[src/hdl/sctd_pkg.sv]
// Package for the scratchpad CRC temperature decoder: frame positions,
// CRC-8 byte update and the frame result struct.
// No dependencies.
package sctd_pkg;

   localparam int FRAME_BYTES = 9;
   localparam int CNT_W = 4;
   localparam logic [CNT_W-1:0] LAST_IDX = CNT_W'(FRAME_BYTES - 1);
   localparam logic [CNT_W-1:0] POS_TEMP_LSB = CNT_W'(0);
   localparam logic [CNT_W-1:0] POS_TEMP_MSB = CNT_W'(1);
   localparam logic [CNT_W-1:0] POS_REMAIN = CNT_W'(6);

   localparam logic [7:0] EXT_FAMILY = 8'h10;
   localparam logic [7:0] FAMILY_RESET = 8'd40;
   localparam logic [7:0] CRC_POLY_REFLECTED = 8'h8C;

   localparam logic STATUS_OK = 1'b0;
   localparam logic STATUS_CRC_FAIL = 1'b1;

   typedef struct packed {
      logic              fire;
      logic              status;
      logic signed [15:0] temperature;
   } frame_result_type;

   // reflected CRC-8, one byte
   function automatic logic [7:0] crc8_byte(input logic [7:0] crc, input logic [7:0] data);
      logic [7:0] c;
      c = crc ^ data;
      for (int k = 0; k < 8; k++) begin
         if (c[0]) begin
            c = (c >> 1) ^ CRC_POLY_REFLECTED;
         end else begin
            c = c >> 1;
         end
      end
      return c;
   endfunction

endpackage

[src/hdl/sctd_frame.sv]
// Frame tracker: byte count, running CRC, captured temperature bytes and
// the result formed on the CRC byte. Uses sctd_pkg.
module sctd_frame import sctd_pkg::*; (
   input  logic             clock,
   input  logic             reset,
   input  logic             step,
   input  logic [7:0]       rx_byte,
   input  logic             frame_restart,
   input  logic [7:0]       family_code,
   output frame_result_type result
);

   logic [CNT_W-1:0] count_ff, count_in;
   logic [7:0]       crc_ff, crc_in;
   logic [7:0]       lsb_ff, lsb_in;
   logic [7:0]       msb_ff, msb_in;
   logic [7:0]       remain_ff, remain_in;

   logic [CNT_W-1:0]   idx;
   logic               last;
   logic signed [14:0] half;
   logic signed [19:0] ext;
   logic signed [15:0] temp_val;

   assign idx  = frame_restart ? '0 : count_ff;
   assign last = (idx >= LAST_IDX);

   always_comb begin
      half = $signed({msb_ff, lsb_ff[7:1]});
      ext  = $signed({half[14], half, 4'b0000}) + 20'sd12 - $signed({12'd0, remain_ff});
      if (family_code != EXT_FAMILY) begin
         temp_val = $signed({msb_ff, lsb_ff});
      end else if (ext > 20'sd32767) begin
         temp_val = 16'sh7FFF;
      end else if (ext < -20'sd32768) begin
         temp_val = -16'sh8000;
      end else begin
         temp_val = ext[15:0];
      end
   end

   always_comb begin
      result.fire = last;
      if (crc_ff != rx_byte) begin
         result.status      = STATUS_CRC_FAIL;
         result.temperature = '0;
      end else begin
         result.status      = STATUS_OK;
         result.temperature = temp_val;
      end
   end

   always_comb begin
      count_in  = count_ff;
      crc_in    = crc_ff;
      lsb_in    = lsb_ff;
      msb_in    = msb_ff;
      remain_in = remain_ff;
      if (step) begin
         if (last) begin
            count_in = '0;
         end else begin
            crc_in   = crc8_byte((idx == '0) ? 8'd0 : crc_ff, rx_byte);
            count_in = idx + CNT_W'(1);
            if (idx == POS_TEMP_LSB) begin
               lsb_in = rx_byte;
            end
            if (idx == POS_TEMP_MSB) begin
               msb_in = rx_byte;
            end
            if (idx == POS_REMAIN) begin
               remain_in = rx_byte;
            end
         end
      end
   end

   always_ff @(posedge clock) begin
      if (reset) begin
         count_ff  <= '0;
         crc_ff    <= '0;
         lsb_ff    <= '0;
         msb_ff    <= '0;
         remain_ff <= '0;
      end else begin
         count_ff  <= count_in;
         crc_ff    <= crc_in;
         lsb_ff    <= lsb_in;
         msb_ff    <= msb_in;
         remain_ff <= remain_in;
      end
   end

endmodule

[src/hdl/scratchpad_crc_temp_decoder.sv]
// Scratchpad CRC temperature decoder, top level.
// A request byte is registered in stage s1 and decoded there; the result is
// registered when the ninth byte advances. Throughput: one byte per cycle; the
// input stalls only while a CRC byte waits on a held result.
// Synchronous reset clears the frame state and the valids, and sets
// family_code to 40. Depends on sctd_pkg and sctd_frame.
module scratchpad_crc_temp_decoder import sctd_pkg::*; (
   input  logic              clock,
   input  logic              reset,
   input  logic              req_valid,
   output logic              req_stall,
   input  logic [7:0]        req_rx_byte,
   input  logic              req_frame_restart,
   output logic              rsp_valid,
   input  logic              rsp_stall,
   output logic signed [15:0] rsp_temperature,
   output logic              rsp_status,
   input  logic              csr_valid,
   output logic              csr_ready,
   input  logic [7:0]        csr_family_code
);

   logic       family_ff;
   logic [7:0] family_code_ff;

   logic       s1_valid_ff, s1_valid_in;
   logic [7:0] s1_byte_ff;
   logic       s1_restart_ff;

   logic               rsp_valid_ff, rsp_valid_in;
   logic signed [15:0] rsp_temp_ff;
   logic               rsp_status_ff;

   frame_result_type frame_res;
   logic accept, out_free, s1_advance, emit;

   assign csr_ready  = 1'b1;
   assign out_free   = !rsp_valid_ff || !rsp_stall;
   assign s1_advance = s1_valid_ff && (!frame_res.fire || out_free);
   assign emit       = s1_advance && frame_res.fire;
   assign req_stall  = s1_valid_ff && !s1_advance;
   assign accept     = req_valid && !req_stall;

   sctd_frame u_frame (
      .clock         (clock),
      .reset         (reset),
      .step          (s1_advance),
      .rx_byte       (s1_byte_ff),
      .frame_restart (s1_restart_ff),
      .family_code   (family_code_ff),
      .result        (frame_res)
   );

   always_ff @(posedge clock) begin
      if (reset) begin
         family_code_ff <= FAMILY_RESET;
         family_ff      <= 1'b0;
      end else if (csr_valid && csr_ready) begin
         family_code_ff <= csr_family_code;
         family_ff      <= 1'b1;
      end
   end

   always_comb begin
      if (accept) begin
         s1_valid_in = 1'b1;
      end else if (s1_advance) begin
         s1_valid_in = 1'b0;
      end else begin
         s1_valid_in = s1_valid_ff;
      end
      if (emit) begin
         rsp_valid_in = 1'b1;
      end else if (!rsp_stall) begin
         rsp_valid_in = 1'b0;
      end else begin
         rsp_valid_in = rsp_valid_ff;
      end
   end

   always_ff @(posedge clock) begin
      if (reset) begin
         s1_valid_ff  <= 1'b0;
         rsp_valid_ff <= 1'b0;
      end else begin
         s1_valid_ff  <= s1_valid_in;
         rsp_valid_ff <= rsp_valid_in;
      end
   end

   always_ff @(posedge clock) begin
      if (accept) begin
         s1_byte_ff    <= req_rx_byte;
         s1_restart_ff <= req_frame_restart;
      end
      if (emit) begin
         rsp_temp_ff   <= frame_res.temperature;
         rsp_status_ff <= frame_res.status;
      end
   end

   assign rsp_valid       = rsp_valid_ff;
   assign rsp_temperature = rsp_temp_ff;
   assign rsp_status      = rsp_status_ff;

   a_fail_zero: assert property (@(posedge clock) disable iff (reset)
      rsp_valid_ff && (rsp_status_ff == STATUS_CRC_FAIL) |-> rsp_temp_ff == 16'sd0)
      else $error("failed CRC result carries a nonzero temperature");

   a_stall_cause: assert property (@(posedge clock) disable iff (reset)
      req_stall |-> s1_valid_ff && frame_res.fire && rsp_valid_ff && rsp_stall)
      else $error("request stalled without a pending result");

   a_no_overwrite: assert property (@(posedge clock) disable iff (reset)
      emit |-> out_free)
      else $error("result register overwritten while held");

   a_reset_clear: assert property (@(posedge clock)
      $past(reset) |-> !rsp_valid_ff && !s1_valid_ff)
      else $error("valid set right after reset");

   a_csr_seen: assert property (@(posedge clock) disable iff (reset)
      csr_valid |=> family_ff)
      else $error("configuration write not taken");

endmodule
[config.mk]
export PLATFORM = sky130hd
export DESIGN_NAME = scratchpad_crc_temp_decoder
export DESIGN_NICKNAME = d
export VERILOG_FILES = /design/src/hdl/sctd_pkg.sv /design/src/hdl/sctd_frame.sv /design/src/hdl/scratchpad_crc_temp_decoder.sv
export SDC_FILE = /design/constraint.sdc
export NUM_CORES = 1
export LEC_CHECK = 0
export ABC_AREA = 1
export BUFFER_PORTS_ARGS = -buffer_cell sky130_fd_sc_hd__buf_2
export CORE_MARGIN = 1.5
export CORE_UTILIZATION = 50
export DETAILED_ROUTE_END_ITERATION = 10
export GPL_ROUTABILITY_DRIVEN = 0
export PLACE_DENSITY = 0.72
export SLEW_MARGIN = 20
export SYNTH_ARGS = -nofsm -noshare
export SYNTH_HDL_FRONTEND = slang
export SYNTH_SLANG_ARGS = --single-unit
[constraint.sdc]
create_clock -name clock -period 3.5 [get_ports clock]
set_clock_uncertainty 0.1 [all_clocks]
set_input_delay 0.525 -clock clock [delete_from_list [all_inputs] [get_ports clock]]
set_output_delay 0.525 -clock clock [all_outputs]
set_load 0.05 [all_outputs]
==> metrics.md <==
| Metric | Value |
|---|---|
| Via density | 5.195 |
| CTS sink count | a little over 70 |
| Kind of critical path | flop to flop |
| Leak Pwr | 0.002019 uW |
| Vias in the first global route | between 3000 and 4000 |
| RR Startpoint | s1_restart_ff$_DFFE_PP_ |
| First-pass GRT wire length | 14.43 mm |
| RSZ-0062 raised after global routing | no |
| Share of cells above drive strength 1 | 15.48% |
| Mean Syn Cell Area | 7.732 um^2 |
| Count leader, synth | nand2_1 |
| Die Wd | 91.55 um |
| Post-synth cell types | 42 |
| Setup-failing EPs final | 0 |
| Status | finished, final reports clean |
| Worst-Skew Late Latency | roughly 350 ps |
| IO Port Bufs | 40 |
| Final period util | 73.89% |
| Layout area overhead | 12.19% |
| CTS root buffer | clkbuf_8 |
| Hold-critical path endpoint | s1_byte_ff[7]$_DFFE_PP_ |
| DR WL/cell | 13.12 um |
| Yosys warning count | 0 |
| Top Ports | 42 |
| Core area | 7647 um^2 |
| Least-Margin Pin Slew | 761.6 ps |
| WL final | 8.544 mm |
| Cell Area, Placed | 4178 um^2 |
| Met2 WL | a little over 4 mm |
| Initial Util | 51.26% |
| Placed cells | 635 |
| Max Clk Rate | approximately 390 MHz |
| FF-to-FF path depth | 13 |
| Initial DRC count | 191 |
| Number of flops mapped to enable cells by yosys | 26 |
| Cell Count, Final, Fillers Out | approximately 650 |
| Tot GR Track Use | 21.82% |
| Arr. time, crit path | 2740 ps |
| Post_cts resized | 0 |
| Top layer in use | met4 |
| Antenna Nets Post-Route | 0 |
| Ys async rst share | 0% |
| HP Start | req_rx_byte[7] |
| CTS tree | built |
| Reg-to-Reg End | u_frame.crc_ff[1]$_SDFFE_PP0P_ |
| Most common flop cell mapped by yosys | dfxtp_1 |
| Drt pass-1 iters | 5 |
| Met1 WL | roughly 3.9 mm |
| CTS buffer count | 9 |
| Largest net degree at the start of global routing | 34 |
| Final nets | 575 |
| Post-Synthesis Cells | 507 |
| Vias | 3382 |
| CTS max path bufs | 2 |
| Die area | around 8400 um^2 |
| Tmin final | 2586 ps |
| Synthesized flop and latch total | around 70 |
| Row count | 32 |
| Number of filler cells placed in the layout | 708 |
| Hold-fix buffers, CTS | 0 |
| Syn Nets | 538 |
| PD cells | ~460 nW/um^2 |
| CP Max Fanout | 12 |
| Congestion Overflow GR | 0 |
| Largest cells by area after synthesis | dfxtp_1 23%, edfxtp_1 20%, nand2_1 10%, o21ai_0 6.1%, a21oi_1 5.4% |
| Worst EP required | roughly 3700 ps |
| Die H | 91.55 um |
| Worst min-delay path class | input pin to flop |
| Hold Path Cell Cnt | 1 |
| Initial antenna violation count | 0 |
| VDD IR-drop max | 0.2395 mV |
| Synthesized area | 3920 um^2 |
| Number of remaining DRC errors | 0 |
| Seq/Total Area, Yosys | between 40% and 50% |
| Max Cap Viol | 0 |
| Slew Limit Fails | 0 |
| Antenna cell count | 0 |
| Synth top area share | 23.49% |
| Normalized max-slew margin | 49.17% |
| Worst setup EP type | flop |
| Synth area leader | dfxtp_1 |
| Detail Placement HPWL | 6.451 mm |
| Flop2flop setup slack | 910 ps |
| Routed wl met3 | 394 um |
| Most instantiated cells after synthesis | 109 x nand2_1, 55 x inv_1, 48 x o21ai_0 |
| H-tree depth | 3 |
| Final Hold Vio Count | 0 |
| Post CTS Setup Buffer Count | 0 |
| TNS Setup | 0 ps |
| Startpoint types | flop |
| Finished layout cell area | about 4400 um^2 |
| Clock-pin slew on the worst setup and hold paths | 80 ps |
[report_power, final]
group	internal, uW	total, uW	leakage [uW]	switching (uW)
clock network	405	736	0.000103	331
registers	898	936	0.000649	38.2
logic	130	373	0.00127	242
total	1430	2040	0.00202	611
[sequential cells by signal, indices dropped and copies added, names as in the netlist, 4 cells and up]
name,flops
u_frame.remain_ff,8
rsp_temperature,16
family_code_ff,8
u_frame.count_ff,4
u_frame.msb_ff,8
u_frame.lsb_ff,8
s1_byte_ff,8
u_frame.crc_ff,8
[area by class of cell]
class	instances	area, um^2	share of cell area, %
Multi-Input combinational cell	360	1916	43.56
Sequential cell	72	1702	38.69
Inverter	60	225.2	5.121
Timing Repair Buffer	41	207.7	4.723
Clock buffer	10	127.6	2.902
Tap cell	102	127.6	2.902
Clock inverter	6	92.59	2.105
[routing by layer]
layer / vias up / GRT usage [%]
li1: 1739 / -
met1: 1529 / 26.32
met2: 90 / 36.63
met3: 24 / 4.606
met4: 0 / 10.94
met5: - / 0
[cells by family (layout without fill, tap and decap cells)]
| group | after synthesis | after routing | share of synthesized area, % |
|---|---|---|---|
| AND/OR/NAND/NOR | 211 | 211 | 23.33 |
| buffers and inverters | 75 | 117 | 7.724 |
| XOR/XNOR | 25 | 25 | 5.777 |
| adder cells (fa/ha/maj) | 9 | 9 | 2.873 |
| other | 1 | 1 | 0.09566 |
| flip-flops | 72 | 72 | 43.41 |
| AO/OA/AOI/OAI | 114 | 114 | 16.79 |
[worst max-delay path, cell delays in order, from the launching register on]
cell and delay, ps:
edfxtp_1 390, inv_2 100, nand2_1 130, ha_1 270, nand3_1 310, clkinv_1 340
o21ai_1 300, nand3_1 110, nand2_1 120, inv_1 70, nand2_1 60, nand3_1 60
o211ai_1 80, inv_1 50
[worst max path at each step]
stage,startpoint,end,slack [ps]
4_1_cts,u_frame.remain_ff[5]$_SDFFE_PP0P_,rsp_temperature[2]$_SDFFCE_PP0P_,920
6_report,s1_restart_ff$_DFFE_PP_,u_frame.crc_ff[1]$_SDFFE_PP0P_,910
2_1_floorplan,rsp_valid$_SDFFE_PP0P_,s1_byte_ff[0]$_DFFE_PP_,800
3_5_place_dp,u_frame.remain_ff[5]$_SDFFE_PP0P_,rsp_temperature[2]$_SDFFCE_PP0P_,930
5_1_grt,s1_restart_ff$_DFFE_PP_,u_frame.crc_ff[1]$_SDFFE_PP0P_,630
3_3_place_gp,u_frame.remain_ff[4]$_SDFFE_PP0P_,rsp_temperature[0]$_SDFFCE_PP0P_,1010
[per-stage QoR]
stage	total power (uW)	setup WS, ps	hold WS (ps)	util, %
detailed placement	1324	934.4	356.0	54.63
finish	2044	913.8	239.3	57.51
global placement	1312	1006	341.7	54.63
CTS	2053	917.1	225.4	57.51
floorplan	1243	796.9	329.2	-
global route	2148	631.9	220.5	57.51
[cells in the final DEF (no fill, tap or decap), drive strengths merged]
| cell type | n |
|---|---|
| nand3 | 34 |
| xnor2 | 5 |
| a21oi | 53 |
| buf | 41 |
| o21a | 1 |
| nor4 | 1 |
| conb | 1 |
| clkinv | 3 |
| clkbuf | 10 |
| ha | 9 |
| a211oi | 1 |
| dfxtp | 46 |
| o21ai | 54 |
| nand4 | 6 |
| and2 | 1 |
| a2111oi | 1 |
| xor2 | 20 |
| nand3b | 3 |
| or2 | 3 |
| o211ai | 3 |
| clkinvlp | 2 |
| bufinv | 2 |
| nor2 | 46 |
| nor3 | 2 |
| inv | 59 |
| nand2 | 114 |
| nor3b | 1 |
| edfxtp | 26 |
| a21o | 1 |
No activity file was read; power rests on OpenSTA's default activity.
